**src/design/lbcd_pkg.sv**
```systemverilog
// Package for the LRU block cache directory: field widths, operation codes,
// result and control structures shared by the interfaces and the modules.
// Depends on nothing.
package lbcd_pkg;

    localparam int OP_W    = 2;
    localparam int BLOCK_W = 32;
    localparam int SLOT_W  = 6;

    // Default directory depth; the top level may be built smaller.
    localparam int CACHE_ENTRIES_DEF = 64;

    // Operation codes carried by an input item.
    localparam logic [OP_W-1:0] OP_REQUEST = 2'd0;
    localparam logic [OP_W-1:0] OP_CREATE  = 2'd1;
    localparam logic [OP_W-1:0] OP_MARK    = 2'd2;
    localparam logic [OP_W-1:0] OP_FLUSH   = 2'd3;

    // One result item.
    typedef struct packed {
        logic [SLOT_W-1:0]  slot;
        logic               hit;
        logic               fetch_needed;
        logic               writeback_needed;
        logic [BLOCK_W-1:0] writeback_block;
        logic               last;
    } t_result;

    // Commands from the sequencer to the tag unit.
    typedef struct packed {
        logic               rd_en;
        logic [SLOT_W-1:0]  rd_addr;
        logic               wr_en;
        logic [SLOT_W-1:0]  wr_addr;
        logic [BLOCK_W-1:0] wr_data;
    } t_tag_cmd;

    // Commands from the sequencer to the recency list.
    typedef struct packed {
        logic              start;
        logic [SLOT_W-1:0] slot;
        logic              rd_en;
        logic [SLOT_W-1:0] rd_addr;
    } t_rec_cmd;

    // Status from the recency list back to the sequencer.
    typedef struct packed {
        logic              done;
        logic [SLOT_W-1:0] rd_data;
    } t_rec_status;

endpackage

```
**src/design/lbcd_if.sv**
```systemverilog
// Handshake interfaces for the request and result channels of the directory.
// Depends on lbcd_pkg.

// Request channel: one item per operation.
interface lbcd_in_if;
    import lbcd_pkg::*;

    logic               valid;
    logic               ready;
    logic [OP_W-1:0]    operation;
    logic [BLOCK_W-1:0] block_number;

    modport source (output valid, operation, block_number, input ready);
    modport sink   (input valid, operation, block_number, output ready);
endinterface

// Result channel: one or more items per request.
interface lbcd_out_if;
    import lbcd_pkg::*;

    logic               valid;
    logic               ready;
    logic [SLOT_W-1:0]  slot;
    logic               hit;
    logic               fetch_needed;
    logic               writeback_needed;
    logic [BLOCK_W-1:0] writeback_block;
    logic               last;

    modport source (output valid, slot, hit, fetch_needed, writeback_needed,
                    writeback_block, last, input ready);
    modport sink   (input valid, slot, hit, fetch_needed, writeback_needed,
                    writeback_block, last, output ready);
endinterface

```
**src/design/lbcd_tag_unit.sv**
```systemverilog
// Tag store with a registered read port and the shared tag comparator.
// Depends on lbcd_pkg.
module lbcd_tag_unit #(
    parameter int CACHE_ENTRIES = lbcd_pkg::CACHE_ENTRIES_DEF
) (
    input  logic                      i_clk,
    input  lbcd_pkg::t_tag_cmd        i_cmd,
    input  logic [lbcd_pkg::BLOCK_W-1:0] i_key,
    output logic [lbcd_pkg::BLOCK_W-1:0] o_rd_data,
    output logic                      o_match
);
    import lbcd_pkg::*;

    localparam int IDX_W = $clog2(CACHE_ENTRIES);

    logic [BLOCK_W-1:0] r_mem [CACHE_ENTRIES];
    logic [BLOCK_W-1:0] r_rd_data;

    // Single write port and single registered read port.
    always_ff @(posedge i_clk) begin
        if (i_cmd.wr_en) begin
            r_mem[i_cmd.wr_addr[IDX_W-1:0]] <= i_cmd.wr_data;
        end
        if (i_cmd.rd_en) begin
            r_rd_data <= r_mem[i_cmd.rd_addr[IDX_W-1:0]];
        end
    end

    // The one comparator, checked against the tag read last cycle.
    assign o_match   = (r_rd_data == i_key);
    assign o_rd_data = r_rd_data;

endmodule

```
**src/design/lbcd_recency_list.sv**
```systemverilog
// Recency list: slot numbers ordered from most recent to least recent, held in
// a memory, with a one-entry-per-cycle shift pass that moves a slot to the front.
// Depends on lbcd_pkg.
module lbcd_recency_list #(
    parameter int CACHE_ENTRIES = lbcd_pkg::CACHE_ENTRIES_DEF
) (
    input  logic                                   i_clk,
    input  logic                                   i_rst_n,
    input  lbcd_pkg::t_rec_cmd                     i_cmd,
    input  logic [$clog2(CACHE_ENTRIES+1)-1:0]     i_fill,
    output lbcd_pkg::t_rec_status                  o_status
);
    import lbcd_pkg::*;

    localparam int IDX_W  = $clog2(CACHE_ENTRIES);
    localparam int FILL_W = $clog2(CACHE_ENTRIES + 1);

    logic [IDX_W-1:0] r_mem [CACHE_ENTRIES];
    logic [IDX_W-1:0] r_rd_data;
    logic             r_active;
    logic             r_chk;
    logic [IDX_W-1:0] r_iss;
    logic [IDX_W-1:0] r_chk_idx;
    logic [IDX_W-1:0] r_carry;
    logic [IDX_W-1:0] r_key;

    logic             rd_en;
    logic [IDX_W-1:0] rd_addr;
    logic             stop;

    // During a pass the list owns the read port; otherwise the sequencer does.
    assign rd_en   = r_active || i_cmd.rd_en;
    assign rd_addr = r_active ? r_iss : i_cmd.rd_addr[IDX_W-1:0];

    // The pass ends where the moved slot was found, or one past the old tail.
    assign stop = r_chk && ((FILL_W'(r_chk_idx) == i_fill) || (r_rd_data == r_key));

    // Each checked position takes the carried slot and hands its old one on.
    always_ff @(posedge i_clk) begin
        if (r_chk) begin
            r_mem[r_chk_idx] <= r_carry;
        end
        if (rd_en) begin
            r_rd_data <= r_mem[rd_addr];
        end
    end

    // Pass control.
    always_ff @(posedge i_clk) begin
        if (!i_rst_n) begin
            r_active <= 1'b0;
            r_chk    <= 1'b0;
        end else if (i_cmd.start) begin
            r_active <= 1'b1;
            r_chk    <= 1'b0;
        end else if (r_active) begin
            r_chk <= !stop;
            if (stop) begin
                r_active <= 1'b0;
            end
        end else begin
            r_chk <= 1'b0;
        end
    end

    // Pass addresses and the carried slot.
    always_ff @(posedge i_clk) begin
        if (i_cmd.start) begin
            r_iss   <= '0;
            r_carry <= i_cmd.slot[IDX_W-1:0];
            r_key   <= i_cmd.slot[IDX_W-1:0];
        end else if (r_active) begin
            r_chk_idx <= r_iss;
            if (r_iss != IDX_W'(CACHE_ENTRIES - 1)) begin
                r_iss <= r_iss + IDX_W'(1);
            end
            if (r_chk) begin
                r_carry <= r_rd_data;
            end
        end
    end

    assign o_status.done    = stop;
    assign o_status.rd_data = SLOT_W'(r_rd_data);

endmodule

```
**src/design/lru_block_cache_directory.sv**
```systemverilog
// Top level of the LRU block cache directory: sequencer, valid and dirty bits,
// fill count and result register. Depends on lbcd_pkg, lbcd_if, lbcd_tag_unit
// and lbcd_recency_list.
//
//  Channel  Dir  Payload                                         Accepted when
//  i_req    in   operation, block_number                         valid && ready
//  o_rsp    out  slot, hit, fetch_needed, writeback_needed,      valid && ready
//                writeback_block, last
//
// A lookup scans the tag store one slot per cycle through the shared comparator.
// A hit other than a mark, or a fill, then runs the recency shift pass, one list
// position per cycle; an eviction first reads the victim slot from the list tail
// and then its tag. A flush reads each list entry in turn and the tag of each dirty
// slot. Reset clears valid bits, dirty bits and the fill count; no memory is swept.
// i_req.ready is high only between items; a result waits in the output register,
// and a stalled o_rsp holds the sequencer at its next result.
module lru_block_cache_directory #(
    parameter int CACHE_ENTRIES = lbcd_pkg::CACHE_ENTRIES_DEF
) (
    input  logic              i_clk,
    input  logic              i_rst_n,
    lbcd_in_if.sink           i_req,
    lbcd_out_if.source        o_rsp
);
    import lbcd_pkg::*;

    localparam int IDX_W  = $clog2(CACHE_ENTRIES);
    localparam int FILL_W = $clog2(CACHE_ENTRIES + 1);

    // Sequencer states.
    localparam logic [3:0] S_IDLE    = 4'd0;
    localparam logic [3:0] S_SCAN    = 4'd1;
    localparam logic [3:0] S_VRD     = 4'd2;
    localparam logic [3:0] S_VSLOT   = 4'd3;
    localparam logic [3:0] S_VTAG    = 4'd4;
    localparam logic [3:0] S_PROMO   = 4'd5;
    localparam logic [3:0] S_RESULT  = 4'd6;
    localparam logic [3:0] S_FL_RD   = 4'd7;
    localparam logic [3:0] S_FL_SLOT = 4'd8;
    localparam logic [3:0] S_FL_TAG  = 4'd9;
    localparam logic [3:0] S_FL_END  = 4'd10;

    logic [3:0]               r_state,     n_state;
    logic [OP_W-1:0]          r_op,        n_op;
    logic [BLOCK_W-1:0]       r_blk,       n_blk;
    logic [IDX_W-1:0]         r_iss,       n_iss;
    logic                     r_iss_done,  n_iss_done;
    logic                     r_chk,       n_chk;
    logic [IDX_W-1:0]         r_chk_idx,   n_chk_idx;
    logic [IDX_W-1:0]         r_free,      n_free;
    logic [IDX_W-1:0]         r_slot,      n_slot;
    logic                     r_ins,       n_ins;
    logic [FILL_W-1:0]        r_rank,      n_rank;
    logic                     r_pend,      n_pend;
    logic [IDX_W-1:0]         r_pend_slot, n_pend_slot;
    logic [BLOCK_W-1:0]       r_pend_tag,  n_pend_tag;
    t_result                  r_res,       n_res;
    logic [CACHE_ENTRIES-1:0] r_valid,     n_valid;
    logic [CACHE_ENTRIES-1:0] r_dirty,     n_dirty;
    logic [FILL_W-1:0]        r_fill,      n_fill;
    logic                     r_out_valid;
    t_result                  r_out;

    t_tag_cmd                 tag_cmd;
    t_rec_cmd                 rec_cmd;
    t_rec_status              rec_st;
    logic [BLOCK_W-1:0]       tag_rd;
    logic                     tag_match;
    logic                     out_free;
    logic                     out_load;
    t_result                  out_data;
    logic [IDX_W-1:0]         free_c;
    logic [IDX_W-1:0]         list_slot;
    logic                     fetch;
    logic                     wb;

    lbcd_tag_unit #(
        .CACHE_ENTRIES (CACHE_ENTRIES)
    ) u_tag (
        .i_clk     (i_clk),
        .i_cmd     (tag_cmd),
        .i_key     (r_blk),
        .o_rd_data (tag_rd),
        .o_match   (tag_match)
    );

    lbcd_recency_list #(
        .CACHE_ENTRIES (CACHE_ENTRIES)
    ) u_rec (
        .i_clk    (i_clk),
        .i_rst_n  (i_rst_n),
        .i_cmd    (rec_cmd),
        .i_fill   (r_fill),
        .o_status (rec_st)
    );

    assign i_req.ready = (r_state == S_IDLE);
    assign out_free    = !r_out_valid || o_rsp.ready;
    assign fetch       = (r_op == OP_REQUEST);
    assign list_slot   = rec_st.rd_data[IDX_W-1:0];
    assign free_c      = r_valid[r_chk_idx] ? r_free : r_chk_idx;
    assign wb          = r_dirty[r_slot];

    // Sequencer.
    always_comb begin
        n_state     = r_state;
        n_op        = r_op;
        n_blk       = r_blk;
        n_iss       = r_iss;
        n_iss_done  = r_iss_done;
        n_chk       = r_chk;
        n_chk_idx   = r_chk_idx;
        n_free      = r_free;
        n_slot      = r_slot;
        n_ins       = r_ins;
        n_rank      = r_rank;
        n_pend      = r_pend;
        n_pend_slot = r_pend_slot;
        n_pend_tag  = r_pend_tag;
        n_res       = r_res;
        n_valid     = r_valid;
        n_dirty     = r_dirty;
        n_fill      = r_fill;
        tag_cmd     = '0;
        rec_cmd     = '0;
        out_load    = 1'b0;
        out_data    = '0;

        unique case (r_state)
            S_IDLE: begin
                if (i_req.valid) begin
                    n_op  = i_req.operation;
                    n_blk = i_req.block_number;
                    if (i_req.operation == OP_FLUSH) begin
                        n_rank  = '0;
                        n_pend  = 1'b0;
                        n_state = S_FL_RD;
                    end else begin
                        n_iss      = '0;
                        n_iss_done = 1'b0;
                        n_chk      = 1'b0;
                        n_free     = '0;
                        n_state    = S_SCAN;
                    end
                end
            end

            // Read one tag per cycle and compare the one read the cycle before.
            S_SCAN: begin
                tag_cmd.rd_en   = !r_iss_done;
                tag_cmd.rd_addr = SLOT_W'(r_iss);
                n_chk           = !r_iss_done;
                n_chk_idx       = r_iss;
                if (!r_iss_done) begin
                    if (r_iss == IDX_W'(CACHE_ENTRIES - 1)) begin
                        n_iss_done = 1'b1;
                    end else begin
                        n_iss = r_iss + IDX_W'(1);
                    end
                end
                if (r_chk) begin
                    n_free = free_c;
                    priority if (r_valid[r_chk_idx] && tag_match) begin
                        n_res.slot             = SLOT_W'(r_chk_idx);
                        n_res.hit              = 1'b1;
                        n_res.fetch_needed     = 1'b0;
                        n_res.writeback_needed = 1'b0;
                        n_res.writeback_block  = '0;
                        n_res.last             = 1'b1;
                        if (r_op == OP_MARK) begin
                            n_dirty[r_chk_idx] = 1'b1;
                            n_state            = S_RESULT;
                        end else begin
                            rec_cmd.start = 1'b1;
                            rec_cmd.slot  = SLOT_W'(r_chk_idx);
                            n_ins         = 1'b0;
                            n_state       = S_PROMO;
                        end
                    end else if (r_chk_idx == IDX_W'(CACHE_ENTRIES - 1)) begin
                        if (r_op == OP_MARK) begin
                            n_res      = '0;
                            n_res.last = 1'b1;
                            n_state    = S_RESULT;
                        end else if (r_fill < FILL_W'(CACHE_ENTRIES)) begin
                            // Miss with room: take the highest free slot.
                            tag_cmd.wr_en          = 1'b1;
                            tag_cmd.wr_addr        = SLOT_W'(free_c);
                            tag_cmd.wr_data        = r_blk;
                            n_valid[free_c]        = 1'b1;
                            n_dirty[free_c]        = 1'b0;
                            rec_cmd.start          = 1'b1;
                            rec_cmd.slot           = SLOT_W'(free_c);
                            n_ins                  = 1'b1;
                            n_res.slot             = SLOT_W'(free_c);
                            n_res.hit              = 1'b0;
                            n_res.fetch_needed     = fetch;
                            n_res.writeback_needed = 1'b0;
                            n_res.writeback_block  = '0;
                            n_res.last             = 1'b1;
                            n_state                = S_PROMO;
                        end else begin
                            n_state = S_VRD;
                        end
                    end else begin
                        n_state = S_SCAN;
                    end
                end
            end

            // Full directory: the victim is the tail of the recency list.
            S_VRD: begin
                rec_cmd.rd_en   = 1'b1;
                rec_cmd.rd_addr = SLOT_W'(CACHE_ENTRIES - 1);
                n_state         = S_VSLOT;
            end

            S_VSLOT: begin
                n_slot          = list_slot;
                tag_cmd.rd_en   = 1'b1;
                tag_cmd.rd_addr = SLOT_W'(list_slot);
                n_state         = S_VTAG;
            end

            S_VTAG: begin
                n_res.slot             = SLOT_W'(r_slot);
                n_res.hit              = 1'b0;
                n_res.fetch_needed     = fetch;
                n_res.writeback_needed = wb;
                n_res.writeback_block  = wb ? tag_rd : '0;
                n_res.last             = 1'b1;
                tag_cmd.wr_en          = 1'b1;
                tag_cmd.wr_addr        = SLOT_W'(r_slot);
                tag_cmd.wr_data        = r_blk;
                n_dirty[r_slot]        = 1'b0;
                rec_cmd.start          = 1'b1;
                rec_cmd.slot           = SLOT_W'(r_slot);
                n_ins                  = 1'b0;
                n_state                = S_PROMO;
            end

            // Wait for the recency pass; a fill grows the count only afterward.
            S_PROMO: begin
                if (rec_st.done) begin
                    if (r_ins) begin
                        n_fill = r_fill + FILL_W'(1);
                    end
                    n_state = S_RESULT;
                end
            end

            S_RESULT: begin
                if (out_free) begin
                    out_load = 1'b1;
                    out_data = r_res;
                    n_state  = S_IDLE;
                end
            end

            // Flush walks the recency list from most recent to least recent.
            S_FL_RD: begin
                if (r_rank == r_fill) begin
                    n_state = S_FL_END;
                end else begin
                    rec_cmd.rd_en   = 1'b1;
                    rec_cmd.rd_addr = SLOT_W'(r_rank[IDX_W-1:0]);
                    n_state         = S_FL_SLOT;
                end
            end

            S_FL_SLOT: begin
                if (r_dirty[list_slot]) begin
                    n_dirty[list_slot] = 1'b0;
                    tag_cmd.rd_en      = 1'b1;
                    tag_cmd.rd_addr    = SLOT_W'(list_slot);
                    n_slot             = list_slot;
                    n_state            = S_FL_TAG;
                end else begin
                    n_rank  = r_rank + FILL_W'(1);
                    n_state = S_FL_RD;
                end
            end

            // The previous dirty entry goes out once a later one is known.
            S_FL_TAG: begin
                if (!r_pend || out_free) begin
                    if (r_pend) begin
                        out_load                  = 1'b1;
                        out_data.slot             = SLOT_W'(r_pend_slot);
                        out_data.writeback_needed = 1'b1;
                        out_data.writeback_block  = r_pend_tag;
                    end
                    n_pend      = 1'b1;
                    n_pend_slot = r_slot;
                    n_pend_tag  = tag_rd;
                    n_rank      = r_rank + FILL_W'(1);
                    n_state     = S_FL_RD;
                end
            end

            S_FL_END: begin
                if (out_free) begin
                    out_load      = 1'b1;
                    out_data.last = 1'b1;
                    if (r_pend) begin
                        out_data.slot             = SLOT_W'(r_pend_slot);
                        out_data.writeback_needed = 1'b1;
                        out_data.writeback_block  = r_pend_tag;
                    end
                    n_pend  = 1'b0;
                    n_state = S_IDLE;
                end
            end

            default: begin
                n_state = S_IDLE;
            end
        endcase
    end

    // Control state.
    always_ff @(posedge i_clk) begin
        if (!i_rst_n) begin
            r_state     <= S_IDLE;
            r_valid     <= '0;
            r_dirty     <= '0;
            r_fill      <= '0;
            r_pend      <= 1'b0;
            r_chk       <= 1'b0;
            r_iss_done  <= 1'b0;
            r_out_valid <= 1'b0;
        end else begin
            r_state    <= n_state;
            r_valid    <= n_valid;
            r_dirty    <= n_dirty;
            r_fill     <= n_fill;
            r_pend     <= n_pend;
            r_chk      <= n_chk;
            r_iss_done <= n_iss_done;
            if (out_load) begin
                r_out_valid <= 1'b1;
            end else if (o_rsp.ready) begin
                r_out_valid <= 1'b0;
            end
        end
    end

    // Payload registers.
    always_ff @(posedge i_clk) begin
        r_op        <= n_op;
        r_blk       <= n_blk;
        r_iss       <= n_iss;
        r_chk_idx   <= n_chk_idx;
        r_free      <= n_free;
        r_slot      <= n_slot;
        r_ins       <= n_ins;
        r_rank      <= n_rank;
        r_pend_slot <= n_pend_slot;
        r_pend_tag  <= n_pend_tag;
        r_res       <= n_res;
        if (out_load) begin
            r_out <= out_data;
        end
    end

    assign o_rsp.valid            = r_out_valid;
    assign o_rsp.slot             = r_out.slot;
    assign o_rsp.hit              = r_out.hit;
    assign o_rsp.fetch_needed     = r_out.fetch_needed;
    assign o_rsp.writeback_needed = r_out.writeback_needed;
    assign o_rsp.writeback_block  = r_out.writeback_block;
    assign o_rsp.last             = r_out.last;

endmodule

```
**src/flat_wrapper.sv**
```systemverilog
// flat-port wrapper written by rule: the top's interface ports become plain ports
module lru_block_cache_directory_flat import lbcd_pkg::*;
#(
    parameter int CACHE_ENTRIES = lbcd_pkg::CACHE_ENTRIES_DEF
)
  (i_clk, i_rst_n, i_req_valid, i_req_operation, i_req_block_number, i_req_ready, o_rsp_valid, o_rsp_slot, o_rsp_hit, o_rsp_fetch_needed, o_rsp_writeback_needed, o_rsp_writeback_block, o_rsp_last, o_rsp_ready);
  lbcd_in_if i_req_i ();
  lbcd_out_if o_rsp_i ();
  input  logic i_clk;
  input  logic i_rst_n;
  input wire logic [$bits(i_req_i.valid)-1:0] i_req_valid;
  input wire logic [$bits(i_req_i.operation)-1:0] i_req_operation;
  input wire logic [$bits(i_req_i.block_number)-1:0] i_req_block_number;
  output wire logic [$bits(i_req_i.ready)-1:0] i_req_ready;
  output wire logic [$bits(o_rsp_i.valid)-1:0] o_rsp_valid;
  output wire logic [$bits(o_rsp_i.slot)-1:0] o_rsp_slot;
  output wire logic [$bits(o_rsp_i.hit)-1:0] o_rsp_hit;
  output wire logic [$bits(o_rsp_i.fetch_needed)-1:0] o_rsp_fetch_needed;
  output wire logic [$bits(o_rsp_i.writeback_needed)-1:0] o_rsp_writeback_needed;
  output wire logic [$bits(o_rsp_i.writeback_block)-1:0] o_rsp_writeback_block;
  output wire logic [$bits(o_rsp_i.last)-1:0] o_rsp_last;
  input wire logic [$bits(o_rsp_i.ready)-1:0] o_rsp_ready;
  assign i_req_i.valid = i_req_valid;
  assign i_req_i.operation = i_req_operation;
  assign i_req_i.block_number = i_req_block_number;
  assign i_req_ready = i_req_i.ready;
  assign o_rsp_valid = o_rsp_i.valid;
  assign o_rsp_slot = o_rsp_i.slot;
  assign o_rsp_hit = o_rsp_i.hit;
  assign o_rsp_fetch_needed = o_rsp_i.fetch_needed;
  assign o_rsp_writeback_needed = o_rsp_i.writeback_needed;
  assign o_rsp_writeback_block = o_rsp_i.writeback_block;
  assign o_rsp_last = o_rsp_i.last;
  assign o_rsp_i.ready = o_rsp_ready;
  lru_block_cache_directory #(.CACHE_ENTRIES(CACHE_ENTRIES)) u_core (.i_clk(i_clk), .i_rst_n(i_rst_n), .i_req(i_req_i), .o_rsp(o_rsp_i));
endmodule
```
**config.mk**
```make
export PLATFORM = sky130hd
export DESIGN_NAME = lru_block_cache_directory_flat
export DESIGN_NICKNAME = d
export VERILOG_FILES = /design/src/design/lbcd_pkg.sv /design/src/design/lbcd_if.sv /design/src/design/lbcd_tag_unit.sv /design/src/design/lbcd_recency_list.sv /design/src/design/lru_block_cache_directory.sv /design/src/flat_wrapper.sv
export SDC_FILE = /design/constraint.sdc
export NUM_CORES = 2
export LEC_CHECK = 0
export CAP_MARGIN = 20
export CORE_MARGIN = 1.5
export CORE_UTILIZATION = 60
export CTS_BUF_LIST = sky130_fd_sc_hd__clkbuf_8
export DETAILED_ROUTE_END_ITERATION = 7
export DONT_BUFFER_PORTS = 1
export GPL_ROUTABILITY_DRIVEN = 0
export PLACE_DENSITY = 0.76
export SLEW_MARGIN = 20
export SYNTH_ARGS = -nofsm -noshare
export SYNTH_HDL_FRONTEND = slang
export SYNTH_SLANG_ARGS = --single-unit
```
**constraint.sdc**
```tcl
create_clock -name i_clk -period 7.5 [get_ports i_clk]
set_input_delay 0.75 -clock i_clk [delete_from_list [all_inputs] [get_ports i_clk]]
set_output_delay 0.75 -clock i_clk [all_outputs]
set_load 0.01 [all_outputs]
```
==> results.py <==
metrics = {
    "logic_synthesis": {
        "synth_edf_count": 2675,
        "post_synth.cell_area_avg_um2": 13.5,
        "syn-num-nets": 8711,
        "ys_seq_elements": 2826,
        "ys.flop_type": "edfxtp_1",
        "postSynthCellCount": 8669,
        "synth_area_um2": 117000,
        "ys_types": 84,
        "async_flop_share_pct": 0,
        "yosysWarnings": 0,
        "ys_seq_area_share_pct": 71.5,
    },
    "routing": {
        "antenna_left": 0,
        "vias": 77522,
        "wl_per_cell_um": 28.8,
        "dr.first_iter.drc_count": 12693,
        "drc": 6,
        "route.detailed.vias_per_inst": 6.60,
        "first_pass_iters": 8,
        "drt-total-wl_um": 338000,
    },
    "placed_design": {
        "place_area_um2": 121000,
        "portBuffers": 0,
        "dp.cells": 10905,
        "hpwlAfterDp_um": 203000,
    },
    "cells_and_area": {
        "final_cell_count_no_fill": 11743,
        "layout.nets": 8906,
        "areaGrowthSynthToFinish_pct": 11.0,
        "drive_gt1_share_pct": 12.0,
        "final_cell_area_um2": 129000,
        "fillCellCount": 12825,
    },
    "worst_setup_path": {
        "endpoint_kind": "register",
        "reg2reg_depth": 13,
        "crit_path_start_kind": "register",
        "r2r_slack_ns": 1.09,
        "crit_required_ns": 8.46,
        "arrival_ns": 7.37,
        "timing.rr.start": "u_core.u_rec.r_rd_data[2]",
        "cp-startpoint": "u_core.u_rec.r_rd_data[2]",
        "worstSetupPathType": "reg -> reg",
        "worstPathMaxFanout": 28,
        "r2r_end": "u_core.u_tag.o_rd_data[29]",
    },
    "timing": {
        "fmax_mhz": 156,
        "maxSlewHeadroom_pct": 4.05,
        "period_share_pct": 85.5,
        "finalSetupViolations": 0,
        "drv_slew": 0,
        "clock-skew-final_ns": 0.110,
        "finalCriticalPeriod_ns": 6.41,
        "finalSetupTns_ns": 0,
        "hold_viol_final": 0,
        "holdWs_ns": 0.106,
        "grt_setup_unrepaired": "false",
        "worstMarginPinSlew_ns": 1.43,
    },
    "floorplan": {
        "start_util_pct": 60.5,
        "die_y_um": 444,
        "ioPinCount": 82,
        "die-area_um2": 197000,
        "rows": 161,
        "die_w_um": 444,
        "core_area_um2": 193000,
    },
    "global_routing": {
        "antenna_found_initial": 33,
        "grt_overflow": 0,
        "grt_max_degree": 209,
        "grtUsageTotal_pct": 33.5,
        "grt_pass1_wl_um": 483000,
        "grt_pass1_vias": 73367,
    },
    "pwr": {
        "p_leak_nw": 44.1,
        "internal-power_mw": 27.5,
        "totalPowerFinal_mw": 42.0,
        "pwr-share-comb_pct": 26.1,
        "vdd_drop_max_mv": 0.254,
        "pwr_density_cell_nw_per_um2": 324,
        "seq_power_share_pct": 45.2,
        "power.share.switching_pct": 34.5,
        "power_frac_clock_pct": 28.6,
        "p_sw_mw": 14.5,
    },
    "hold_path": {
        "min_from": "o_rsp_ready",
        "min_to": "u_core.o_rsp.last",
        "worstHoldPathCells": 3,
        "hold_path_class": "in -> reg",
    },
    "cts": {
        "cts_resized": 0,
        "post_cts_buffers": 0,
        "htree_levels": 5,
        "clkSlewWorstSetupHoldPaths_ns": 0.07,
        "cts_buffer_depth": 4,
        "cts_buffers": 442,
        "cts_root_buffer": "clkbuf_8",
        "insertion_delay_ns": 1.12,
        "clock_sinks": 2826,
        "cts_tree": "yes",
    },
    "status": {
        "status": "finished with violations",
        "violations": "design-rule violations",
    },
    "run": {
        "cap_violations": 0,
    },
}
==> metal layers <==
metal / routed length [µm] / global-route usage (%) / vias to the layer above / part of all wire, %
li1: - / - / 32989 / -
met1: 118000 / 44.0 / 37623 / 35
met2: 148000 / 49.1 / 5741 / 44
met3: 48800 / 11.1 / 1154 / 14
met4: 22000 / 19.4 / 15 / 6.5
met5: 312 / 0 / - / 0.092
==> cells in the mapped netlist (24+ instances only) <==
library cell,number,area (µm²)
o21ai_0,128,641
nor4_1,41,257
nor2_1,291,1090
and3_1,364,2280
a22o_1,44,385
a21oi_1,267,1340
buf_1,120,450
nor2b_1,87,544
o22ai_1,137,857
nor3b_1,26,195
a32o_1,24,240
nand2_1,1953,7330
o211ai_1,78,586
a311oi_1,220,1930
o41ai_1,32,280
clkbuf_1,336,1260
and2_1,78,488
mux2_2,50,563
nand3_1,384,1920
edfxtp_1,2675,80300
buf_2,125,626
xnor2_1,50,438
dfxtp_1,151,3020
mux2i_1,576,5770
a31oi_1,34,213
==> flip-flops by register name (all words and copies together) (netlist names), 7 cells and up <==
signal / flops
u_core.r_valid: 64
u_core.o_rsp.writeback_block: 32
u_core.u_tag.o_rd_data: 32
u_core.r_res: 41
u_core.r_pend_tag: 32
u_core.r_blk: 32
u_core.r_dirty: 64
u_core.u_rec.r_mem: 384
u_core.r_fill: 7
u_core.r_rank: 7
u_core.u_tag.r_mem: 2048
==> stage by stage <==
stage                     util [%]  setup slack (ns)
after floorplan                  -             0.763
after global placement        62.7              1.30
after detailed placement      62.7              1.26
after CTS                     67.0              1.20
after global routing          67.1              1.04
final                         67.2              1.09
==> cell families after synthesis <==
family	Yosys count	synth area share, %
AOI/OAI and AO/OA	1158	6.95
adders and majority gates	4	0.0429
and+or+nand+nor	3362	13.1
buffers and inverters	600	2.08
xor gates and xnor gates	72	0.541
DFF	2826	71.5
muxes	647	5.82
==> layout make-up <==
type	instances	area, µm²	share of cell area [%]
clock inverter	309	1610	1.24
antenna	27	67.6	0.0522
timing repair buffer	335	3060	2.36
inverter	16	60.1	0.0464
sequential	2826	83300	64.4
multi-input combinational	5243	31800	24.6
tap	2526	3160	2.44
clock buffer	461	6340	4.90
==> power groups by stage <==
stage                     clock network [mW]  logic, mW  registers [mW]
after floorplan                            0       5.90            18.9
after global placement                     0       10.1            19.2
after detailed placement                   0       10.4            19.3
after CTS                               12.0       10.5            18.9
after global routing                    12.7       11.2            19.0
final                                   12.0       11.0            19.0
==> layout by cell type, fill, tap and decap left out, types with 44 or more instances in the layout <==
cell type,count
nor2b_1,87
dfxtp_1,151
o211ai_1,78
nor2_1,219
buf_4,260
clkbuf_8,461
nand2_1,1944
o22ai_1,135
and2_1,46
edfxtp_1,2675
mux2i_1,575
and3_1,363
xnor2_1,50
a21oi_1,265
a22o_1,44
mux2_2,50
nand3_1,384
nor2_4,68
clkinv_2,49
clkinv_1,103
o21ai_0,126
a311oi_1,220
inv_1,149
==> repair_timing <==
action,CTS,global route
hold buffers,36,0
setup endpoints to repair,0,0
hold endpoints to repair,179,0
==> critical path, cell delays in order (launching register included) <==
cell and delay [ns]:
edfxtp_1 0.57, nor2b_1 0.96, a22oi_1 0.23, nand3_1 0.17
nand4_1 0.60, o211ai_1 0.40, buf_4 0.21, and2_1 0.67
nand2_4 0.41, buf_4 0.44, buf_4 0.27, o311ai_0 0.75
o22ai_1 0.30, a211oi_1 0.23
==> how the worst max path moves through the flow <==
stage / cells past startpoint / to / slack (ns)
floorplan: 11 / u_core.u_tag.r_mem[8][0] / 0.76
global placement: 10 / u_core.u_tag.r_mem[40][5] / 1.30
detailed placement: 10 / u_core.u_tag.r_mem[8][14] / 1.26
CTS: 10 / u_core.u_tag.r_mem[8][19] / 1.20
global route: 10 / u_core.u_tag.r_mem[8][14] / 1.04
finish: 13 / u_core.u_tag.o_rd_data[29] / 1.09
Note: power is estimated with default switching activity, not from simulation.
